## src/hdl/ple_pkg.sv

```systemverilog
package ple_pkg;

    localparam int CAPACITY = 256;
    localparam int CNT_W    = $clog2(CAPACITY + 1);
    localparam int GROUP    = 16;
    localparam int NGROUPS  = (CAPACITY + GROUP - 1) / GROUP;
    localparam int NCELLS   = NGROUPS * GROUP;

    localparam int DATA_W   = 32;
    localparam int POS_W    = 10;
    localparam int LEN_W    = 9;
    localparam int STATUS_W = 2;
    localparam int OP_W     = 3;
    localparam int CMP_W    = (CNT_W > POS_W - 1) ? CNT_W : POS_W - 1;

    localparam logic [OP_W-1:0] OP_APPEND = 3'd0;
    localparam logic [OP_W-1:0] OP_INSERT = 3'd1;
    localparam logic [OP_W-1:0] OP_GET    = 3'd2;
    localparam logic [OP_W-1:0] OP_REMOVE = 3'd3;
    localparam logic [OP_W-1:0] OP_CLEAR  = 3'd4;
    localparam logic [OP_W-1:0] OP_FIND   = 3'd5;

    localparam logic [STATUS_W-1:0] ST_OK   = 2'd0;
    localparam logic [STATUS_W-1:0] ST_MISS = 2'd1;
    localparam logic [STATUS_W-1:0] ST_FULL = 2'd2;

    typedef enum logic [1:0] {
        SHIFT_NONE = 2'd0,
        SHIFT_INS  = 2'd1,
        SHIFT_REM  = 2'd2
    } shift_t;

    typedef struct packed {
        shift_t             shift;
        logic [CNT_W-1:0]   at;
        logic [DATA_W-1:0]  value;
        logic               get_en;
        logic               find_en;
        logic [CNT_W-1:0]   count;
    } cell_cmd_t;

    typedef struct packed {
        logic               hit;
        logic [DATA_W-1:0]  data;
    } cell_rsp_t;

endpackage

```

## src/hdl/ple_group.sv

```systemverilog
module ple_group
    import ple_pkg::*;
(
    input  logic      clk,
    input  logic      load,
    input  cell_rsp_t rsp_in [GROUP],
    output cell_rsp_t rsp_out
);

    cell_rsp_t sum_reg;
    cell_rsp_t sum_next;

    always_comb
    begin
        sum_next = '0;
        for (int k = 0; k < GROUP; k++)
        begin
            sum_next.hit  = sum_next.hit | rsp_in[k].hit;
            sum_next.data = sum_next.data | rsp_in[k].data;
        end
    end

    always_ff @(posedge clk)
    begin
        if (load)
        begin
            sum_reg <= sum_next;
        end
    end

    assign rsp_out = sum_reg;

endmodule

```

## config.mk

```make
export PLATFORM = sky130hd
export DESIGN_NAME = ple_group
export DESIGN_NICKNAME = d
export VERILOG_FILES = /design/src/hdl/ple_pkg.sv /design/src/hdl/ple_group.sv
export SDC_FILE = /design/constraint.sdc
export NUM_CORES = 1
export LEC_CHECK = 0
export ABC_AREA = 1
export BUFFER_PORTS_ARGS = -buffer_cell sky130_fd_sc_hd__buf_2
export CAP_MARGIN = 40
export CORE_AREA = 2 2 217 219
export CTS_BUF_LIST = sky130_fd_sc_hd__clkbuf_4
export DETAILED_ROUTE_END_ITERATION = 10
export DIE_AREA = 0 0 219 221
export GPL_TIMING_DRIVEN = 0
export PLACE_DENSITY = 0.32
export REMOVE_ABC_BUFFERS = 1
export SYNTH_ARGS = -nofsm -noshare
export SYNTH_HDL_FRONTEND = slang
export SYNTH_SLANG_ARGS = --single-unit
export TNS_END_PERCENT = 5
```

## constraint.sdc

```tcl
create_clock -name clk -period 0.8 [get_ports clk]
set_clock_uncertainty 0.15 [all_clocks]
set_input_delay 0.08 -clock clk [delete_from_list [all_inputs] [get_ports clk]]
set_output_delay 0.08 -clock clk [all_outputs]
set_load 0.02 [all_outputs]
```

Word-level counts from Yosys, hierarchy flattened
Index checks and enable logic that the tools add are counted.
Widths: inputs -> output; s select.
{ "totals": {"register_bits": 33, "latch_bits": 0, "ram_bits": 0, "romBits": 0, "inputBits": 530, "output_inout_bits": 33, "word_cells": 32, "n_memories": 0} }
{ "op_classes": {"addsub": 0, "multipliers": 0, "div": 0, "n_lt_le_gt_ge": 0, "n_eq_ne": 0, "shift": 0, "muxes": 0, "bitwise_logic": 30, "reduce_logical": 0} }
{ "op_table": {"columns": ["operator", "count"], "rows": [
  ["$or 32x32->32", 15],
  ["$or 1x1->1", 15]
]} }

Logic depth before layout (Yosys ltp)
{ "logic_depth": {"ltp_word": 15, "mapped_depth": 4, "mapped_depth_nobuf": 4} }

Worst setup path before layout
OpenSTA, ideal clock, no wires.
{ "synth_path": {"path_type": "in2reg", "start": "input rsp_in[33] (netlist name)", "end": "register sum_reg (netlist bit rsp_out[0]) (data pin)", "setup_ns": 0.254, "arrival_time_ns": 0.342, "t_required_ns": 0.396, "path_slack_ns": 0.054, "cell_stages": 4, "path_buffers": 0, "cell_sequence": "nor2_1 nand2_1 nor2_1 nand2_1"} }
{ "synth_lines": {"columns": ["element", "line_no", "source"], "rows": [
  ["start, declared", "ple_group.sv:6", "input cell_rsp_t rsp_in [GROUP],"],
  ["end signal, assigned", "ple_group.sv:27", "sum_reg <= sum_next;"],
  ["end, declared", "ple_group.sv:10", "cell_rsp_t sum_reg;"]
]} }

Worst setup path after layout
{ "layout_path": {"start": "register sum_reg (netlist bit rsp_out[25])", "end": "output rsp_out[25] (netlist name)"} }
{ "layout_lines": {"columns": ["element", "line_no", "source"], "rows": [
  ["end, declared", "ple_group.sv:7", "output cell_rsp_t rsp_out"]
]} }
No word-level cell between the ends.

==> metrics.csv <==
metric,value,unit
Syn-to-layout area delta,129,%
Arrival @ worst endpoint,1.03,ns
synth unique cells,3,
postcts setup bufs,0,
Hold WC Path Type,in -> reg,
RSZ-0062 raised after global routing,true,
1st-pass router iterations,5,
Adder-Cell Fraction of Synth Area,0,%
1st-iter DRT viols,91,
crit start category,register,
CTS tree,done,
Reg area,991,um^2
Worst VDD drop,0.340,mV
Async SR Flop Fraction,0,%
"Cell Chain, Critical Path",buf_6,
warnings from Yosys,0,
CP Capture Type,primary output,
die span in x,219,um
mapped cell area,2850,um^2
Multi-input gate area,1860,um^2
CP required,0.57,ns
critical path startpoint,rsp_out[25]$_DFFE_PP_,
estimated wirelength of the detail-placed design,17800,um
sequential share of the synthesized area,34.8,%
GPL Wtd Cong,0.852,
CTS buffer count,5,
largest family of logic cells by synthesized area,simple AND/OR/NAND/NOR gates,
fin crit period,1.26,ns
Max Cap Viol,0,
Synth Area in XOR/XNOR,0,%
dpl cell area,6440,um^2
post-synthesis mux area share,0,%
row count,79,
DRC,0,
CTS Sinks,33,
CP Class,reg -> out,
CP max stage delay,0.45,ns
"count leader, synth",nor2_1,
Synth area leader,nor2_1,
Syn Area/Cell,5.40,um^2
post-route ant nets,0,
Root Driver,clkbuf_4,
actual slew at the worst max-slew pin,0.390,ns
WP buf/inv,1,
initial antenna violation count,8,
H-tree depth,2,
outcome,finished with violations,
Synth Area in Compound Gates,0,%
Fill cells,5409,
Synth top area share,43.5,%
I/O pin total,563,
grt ovf,0,
#FFs+latches synth,33,
Core Box Area,46100,um^2
Final Max Slew Viols,0,
die area,48400,um^2
Worst Path Max Fanout,1,
Layout Utilization,14.2,%
Hold Fails Final Rpt,44,
vias in the first global route,5175,
pwr dens,792,nW/um^2
Buffers on Ports,562,
GR Util All Layers,7.65,%
share of cells above drive strength 1,51.9,%
global-route wire length before repair,26700,um
Max Freq,792,MHz
clock transition at the registers of the reported paths,0.13,ns
Post-synth EDFFs,33,
Largest register FFs,33,
hold slack,-0.184,ns
Gate Count Post-Synth,528,
Finished Cell Area,6530,um^2
Worst path top cell family by delay,flip-flops,
Setup WS pre-CTS,-0.551,ns
CP max-delay cell,edfxtp_1,
most used flip-flop cell after synthesis,edfxtp_1,
"top cells by area, synth","nor2_1, edfxtp_1, nand2_1",
drt wl/cell,11.3,um
drt total wl,19300,um
via count,5126,
final setup TNS,-13.48,ns
max_slew headroom,74.0,%
slack of the critical path,-0.462,ns
Die Height,221,um
Starting Density,6.19,%
Leak,3.24,nW
hold_sp,rsp_in[341],
failing checks,"negative hold slack, negative setup slack",
nets@finish,1628,
endpoints failing setup,33,
Clock Path Buffers,2,
final cycle utilization of the critical path,158,%
simple-gate share of the synthesized area,65.2,%
largest net degree at the start of global routing,23,
vias per inst,3.00,
Post-synth top cells,"nor2_1, nand2_1, edfxtp_1",
==> path summary, 6_finish.rpt <==
check	end	depth (start not counted)
worst min-delay path	rsp_out[11]$_DFFE_PP_	5
worst max-delay path	rsp_out[25]	1
==> logic make-up after synthesis <==
logic type,after synthesis
simple gates,495
flops,33
==> area by class of cell <==
class | instances | area share [%]
timing repair buffer | 563 | 43.9
antenna | 3 | 0.115
clock inverter | 1 | 0.0575
sequential | 33 | 15.2
multi-input combinational | 495 | 28.5
tap | 607 | 11.6
clock buffer | 6 | 0.690
==> power by group <==
group / internal (W) / leakage [nW] / switching (W)
Sequential: 0.00198 / 0.333 / 0.0000229
Clock: 0.000352 / 0.0292 / 0.000805
Combinational: 0.00117 / 2.88 / 0.000844
Total: 0.00350 / 3.24 / 0.00167
==> metal layers <==
metal / global-route usage, % / share of wire (%)
met1: 7.09 / 34
met2: 15.1 / 53
met3: 2.65 / 11
met4: 2.68 / 2.1
met5: 0 / 0.12
==> layout by cell type, fill, tap and decap left out <==
| cell type | count |
|---|---|
| clkbuf_4 | 6 |
| diode_2 | 3 |
| nor2_1 | 329 |
| clkinv_1 | 1 |
| edfxtp_1 | 33 |
| nand2_1 | 165 |
| buf_2 | 557 |
| nor2_2 | 1 |
| buf_6 | 5 |
| buf_12 | 1 |
==> what timing repair did <==
item                       4_1_cts  5_1_grt
setup endpoints to repair       33       34
gates resized for setup         10        1
hold endpoints to repair        44       44
==> metrics by stage <==
step / cells / power [W]
after CTS: 1705 / 0.00545
final: 1708 / 0.00517
after floorplan: 528 / 0.00254
after detailed placement: 1698 / 0.00407
after global placement: 1697 / 0.00407
after global routing: 1708 / 0.00569
Power figures use the tool's default switching activity.
