<file path="src/hdl/ple_pkg.sv">
package ple_pkg;

    localparam int CAPACITY = 256;
    localparam int CNT_W    = $clog2(CAPACITY + 1);
    localparam int GROUP    = 16;
    localparam int NGROUPS  = (CAPACITY + GROUP - 1) / GROUP;
    localparam int NCELLS   = NGROUPS * GROUP;

    localparam int DATA_W   = 32;
    localparam int POS_W    = 10;
    localparam int LEN_W    = 9;
    localparam int STATUS_W = 2;
    localparam int OP_W     = 3;
    localparam int CMP_W    = (CNT_W > POS_W - 1) ? CNT_W : POS_W - 1;

    localparam logic [OP_W-1:0] OP_APPEND = 3'd0;
    localparam logic [OP_W-1:0] OP_INSERT = 3'd1;
    localparam logic [OP_W-1:0] OP_GET    = 3'd2;
    localparam logic [OP_W-1:0] OP_REMOVE = 3'd3;
    localparam logic [OP_W-1:0] OP_CLEAR  = 3'd4;
    localparam logic [OP_W-1:0] OP_FIND   = 3'd5;

    localparam logic [STATUS_W-1:0] ST_OK   = 2'd0;
    localparam logic [STATUS_W-1:0] ST_MISS = 2'd1;
    localparam logic [STATUS_W-1:0] ST_FULL = 2'd2;

    typedef enum logic [1:0] {
        SHIFT_NONE = 2'd0,
        SHIFT_INS  = 2'd1,
        SHIFT_REM  = 2'd2
    } shift_t;

    typedef struct packed {
        shift_t             shift;
        logic [CNT_W-1:0]   at;
        logic [DATA_W-1:0]  value;
        logic               get_en;
        logic               find_en;
        logic [CNT_W-1:0]   count;
    } cell_cmd_t;

    typedef struct packed {
        logic               hit;
        logic [DATA_W-1:0]  data;
    } cell_rsp_t;

endpackage

</file>
<file path="src/hdl/ple_cell.sv">
module ple_cell
    import ple_pkg::*;
(
    input  logic              clk,
    input  logic [CNT_W-1:0]  idx,
    input  cell_cmd_t         cmd,
    input  logic [DATA_W-1:0] left_q,
    input  logic [DATA_W-1:0] right_q,
    output logic [DATA_W-1:0] q,
    output cell_rsp_t         rsp
);

    logic [DATA_W-1:0] entry_reg;
    logic [DATA_W-1:0] entry_next;
    logic              hit;

    always_comb
    begin
        entry_next = entry_reg;
        unique case (cmd.shift)
            SHIFT_INS:
            begin
                if (idx > cmd.at)
                begin
                    entry_next = left_q;
                end
                else if (idx == cmd.at)
                begin
                    entry_next = cmd.value;
                end
            end
            SHIFT_REM:
            begin
                if (idx >= cmd.at)
                begin
                    entry_next = right_q;
                end
            end
            default:
            begin
                entry_next = entry_reg;
            end
        endcase
    end

    always_ff @(posedge clk)
    begin
        entry_reg <= entry_next;
    end

    always_comb
    begin
        hit = (cmd.get_en && (idx == cmd.at))
            || (cmd.find_en && (idx < cmd.count) && (entry_reg == cmd.value));
        rsp.hit  = hit;
        rsp.data = hit ? entry_reg : '0;
    end

    assign q = entry_reg;

endmodule

</file>
<file path="config.mk">
export PLATFORM = sky130hd
export DESIGN_NAME = ple_cell
export DESIGN_NICKNAME = d
export VERILOG_FILES = /design/src/hdl/ple_pkg.sv /design/src/hdl/ple_cell.sv
export SDC_FILE = /design/constraint.sdc
export NUM_CORES = 1
export LEC_CHECK = 0
export BUFFER_PORTS_ARGS = -buffer_cell sky130_fd_sc_hd__buf_2
export CORE_MARGIN = 2
export CORE_UTILIZATION = 42
export DETAILED_ROUTE_END_ITERATION = 7
export PLACE_DENSITY = 0.82
export SLEW_MARGIN = 20
export SYNTH_ARGS = -nofsm -noshare
export SYNTH_HDL_FRONTEND = slang
export SYNTH_SLANG_ARGS = --single-unit
</file>
<file path="constraint.sdc">
create_clock -name clk -period 3.6 [get_ports clk]
set_input_delay 0.36 -clock clk [delete_from_list [all_inputs] [get_ports clk]]
set_output_delay 0.36 -clock clk [all_outputs]
set_load 0.03 [all_outputs]
</file>
After elaboration in Yosys (flattened, before gate mapping)
Index checks and enable logic that the tools add are counted.
{"block": "word_totals", "wordCells": 21, "reg_bits": 32, "output_inout_bits": 65}
{"block": "op_classes", "n_lt_le_gt_ge": 3, "eq_ne": 6, "reduce_logical": 6, "muxes": 5}
{"cell": "$mux 32", "count": 4}
{"cell": "$pmux 32 s2", "count": 1}
{"cell": "$eq 32x32->1", "count": 1}
{"cell": "$eq 9x9->1", "count": 1}
{"cell": "$ge 9x9->1", "count": 1}
{"cell": "$gt 9x9->1", "count": 1}
{"cell": "$lt 9x9->1", "count": 1}
{"cell": "$logic_and 1x1->1", "count": 3}
{"cell": "$ne 3x3->1 const B", "count": 1}
{"cell": "$reduce_and 3->1", "count": 1}
{"cell": "$eq 2x1->1 const B", "count": 1}
{"cell": "$eq 2x2->1 const B", "count": 1}
{"cell": "$ne 2x2->1 const B", "count": 1}
{"cell": "$reduce_bool 2->1", "count": 1}
{"cell": "$logic_or 1x1->1", "count": 1}

Depth between registers and ports, before layout
{"block": "logic_depth", "ltp_word": 5, "mapped_depth": 9, "depth_no_buf": 8}

Worst setup path before layout
Ideal clock, no wire load.
{"block": "synth_timing", "path_type": "input to register", "startpoint": "in cmd[51] (netlist name)", "endpoint": "reg entry_reg[0] (netlist: q[0]), enable pin", "setup_ns": 0.432, "path_stages": 6, "t_arrival_ns": 2.691, "setup_slack_ns": 0.477, "path_cell_list": "inv_1 -> ha_1 -> nand4_1 -> nor3_1 -> a2111oi_2 -> a21oi_1"}
{"block": "synth_between", "elab_chain_len": 3, "elab_cells_between_ends": 6, "cone_classes": "order compare: 2; eq/ne: 3; reduce/logical: 1"}
{"element": "start: declaration", "line": "ple_cell.sv:6", "source": "input cell_cmd_t cmd,"}
{"element": "$gt 9x9->1 (tied with other cells)", "line": "ple_cell.sv:23", "source": "if (idx > cmd.at)"}
{"element": "$ne 3x3->1 (no source line) / $ne 2x2->1 (equally long branches)"}
{"element": "$reduce_and 3->1 (no source line) (*)"}
{"element": "end signal: assignment", "line": "ple_cell.sv:48", "source": "entry_reg <= entry_next;"}
{"element": "end: declaration", "line": "ple_cell.sv:13", "source": "logic [DATA_W-1:0] entry_reg;"}
Every way passes the cells marked *; elsewhere a longest branch is shown, timed or not.
A chain may end at the register's enable or synchronous reset.

==> run metrics <==
number of nets in the finished design 620; Total Die Area 7100 µm²; actual transition at the worst max-transition pin 613 ps; max capacitance violation total 0; largest family of logic cells by synthesized area simple AND/OR/NAND/NOR gates; max FFs per register 32; H-tree levels 2; area share of the largest cell type after synthesis 35.5%; number of standard-cell rows in the floorplan 29; area of the mapped netlist 2710 µm²; routed wire length 8000 µm; DR WL/cell 14.5 µm; detailed-routing iteration count for the pre-antenna-repair pass 4; worst endpoint required time 3240 ps; Syn. warnings 0; adder-cell share of the synthesized area 7.86%; simple-gate area share of the yosys netlist 19.3%; highest cell delay on the worst timing path 450 ps; clock input transition at the sequential cells of the worst setup and hold paths 70 ps; TritonCTS clock tree yes; weighted congestion at the end of routability-driven global placement 0.923; Final Hold Violating Endpoints 0; setup repair after global routing missed its margin false; maximum number of pins on one net before global-route repair 63; final number of max-transition violations 0; initial antenna violation count 0; share of the synthesized netlist area taken by xor and xnor gates 10.7%; count of port buffers added during placement 192; fraction of the yosys area taken by sequential cells 35.5%; DRT iter0 DRCs 87; signed area change from the synthesized netlist to the final layout 43.0%; worst voltage drop across the vdd grid 0.221 mV; most numerous cell in the Yosys netlist nand2_1; top-level port count 193; net switching share of the total power 34.0%; number of global-route vias before repair 2739; diode insertion count for antenna repair 0; clock buffers created by TritonCTS 5; worst-path cell chain xnor2_1, nand4_1, nor4b_2, nand2_1, o41ai_4, buf_4, and2_2, buf_2; total of endpoints with negative setup slack in the final report 0; Synth area leader edfxtp_1; final worst-path cycle share 85.0%; vias after detailed routing 2770; final sum of negative setup slack 0 ps; critical path data arrival time 2700 ps; number of different library cells in the post-synthesis netlist 28; leading cell types by count after synthesis nand2_1 (38), edfxtp_1 (32), mux2i_1 (32), o21ai_0 (32), xor2_1 (28); number of clock sinks seen by CTS 32; library cell contributing the largest single delay on the critical path o41ai_4; most common flop cell mapped by yosys edfxtp_1; maximum fanout along the worst path 29; Static Leak 0.00202 µW; leading cell types by total area after synthesis edfxtp_1 (35%), mux2i_1 (12%), xor2_1 (9.1%); area fraction in compound gates after synthesis 9.61%; status complete, no violations; core outline area 6280 µm²; synthesized netlist net count 430; internal power component 861 µW; DPL Wire Length 6510 µm; Max Fclk 327 MHz; Bufs on Longest Clock Path 2; path type of the worst min-delay path in2reg; Power Dens Cells 337 nW/µm²; Synth Area per Inst 9.50 µm²; share of async-settable or async-resettable flops after synthesis 0%; number of buffers inserted for hold repair after clock tree synthesis 0; cts repair resizes 0; mux share of post-synthesis cell area 11.8%; number of flops mapped to enable cells by yosys 32; total grt overflow 0; number of instances on the worst hold path 3; final critical path time including I/O delays and setup 3060 ps; number of synthesized register bits 32; antenna-violating nets left 0; number of DRC violations after detailed routing 0; CP startpoint kind register; Post-Place Cell Area 3740 µm²; effective utilization at floorplan 43.1%; Post-CTS Repair Setup Buffers 0; routed via count divided by cell count 5.01; Crit Path Category reg2out; combinational share of power 34.8%; share of cells above drive strength 1 48.5%; final instance area 3870 µm²; critical hold path startpoint right_q[4]; global-route usage over all layers 22.5%; clock tree root buffer cell clkbuf_8; horizontal die dimension 84.3 µm; Slew HR 59.1%; share of total power in sequential cells 40.0%; wire length of the first global-routing pass 12700 µm; net load switching power 444 µW; Die Height 84.3 µm; Hold Crit Endpoint q[4]; number of standard cells after synthesis 285; post-layout utilization of the core 61.7%; Clk pwr share 25.2%; kind of capture point of the worst setup path output port; number of buffers and inverters on the critical path 2; cell family with most CP delay simple AND/OR/NAND/NOR gates
cell families (layout without fill, tap and decap cells):
| kind of cell | count (synthesis) | after routing |
|---|---|---|
| AND/OR/NAND/NOR | 94 | 94 |
| AO/OA/AOI/OAI | 45 | 45 |
| XOR/XNOR | 33 | 33 |
| multiplexers | 32 | 32 |
| flip-flops | 32 | 32 |
| buffers and inverters | 32 | 223 |
| adder cells (fa/ha/maj) | 17 | 17 |
cell usage in the layout (no fill, tap or decap), drive strengths merged, types with 5 or more instances in the layout:
master | netlist | final
and2 | 34 | 34
xnor2 | 5 | 5
nand4 | 5 | 5
xor2 | 28 | 28
ha | 17 | 17
inv | 18 | 18
mux2i | 32 | 32
buf | 6 | 197
edfxtp | 32 | 32
a21oi | 5 | 5
clkbuf | 8 | 5
nor4 | 6 | 6
o21ai | 37 | 37
nand2 | 38 | 38
metal layers:
metal  up-vias  share of wire, %  track usage (%)
met5         -                 0                0
met4         0               1.8             6.89
met3        11               6.6             3.93
met2       123                50             40.8
met1      1266                41             27.0
li1       1370                 -                -
area by class of cell:
type	count	area (µm²)
Sequential cell	32	961
Clock inverter	3	37.5
Fill cell	544	2410
Clock buffer	5	68.8
Timing Repair Buffer	197	1010
Multi-Input combinational cell	221	1630
Tap cell	77	96.3
Inverter	18	67.6
metrics by stage:
| step | hold WS [ps] | setup WS (ps) | total power, µW | cells |
|---|---|---|---|---|
| 4_1_cts | 340 | 520 | 1320 | 552 |
| 6_report | 349 | 539 | 1310 | 553 |
| 3_3_place_gp | 631 | 820 | 972 | 544 |
| 5_1_grt | 363 | 325 | 1380 | 553 |
| 2_1_floorplan | 547 | 477 | 799 | 285 |
| 3_5_place_dp | 640 | 781 | 985 | 544 |
power groups by stage:
stage | clock network [µW] | logic [µW] | registers, µW
finish | 329 | 455 | 522
detailed placement | 0 | 455 | 530
CTS | 340 | 456 | 523
floorplan | 0 | 180 | 619
global placement | 0 | 444 | 528
global route | 352 | 496 | 529
how the worst max path moves through the flow:
stage	startpoint	cells after the start	slack, ps	endpoint
final	q[5]	8	540	rsp[18]
after global routing	q[5]	8	330	rsp[18]
after CTS	q[5]	8	520	rsp[12]
after detailed placement	cmd[16]	9	780	rsp[12]
after global placement	cmd[16]	9	820	rsp[12]
after floorplan	cmd[51]	6	480	q[0]
(Power assumes the default switching activity.)
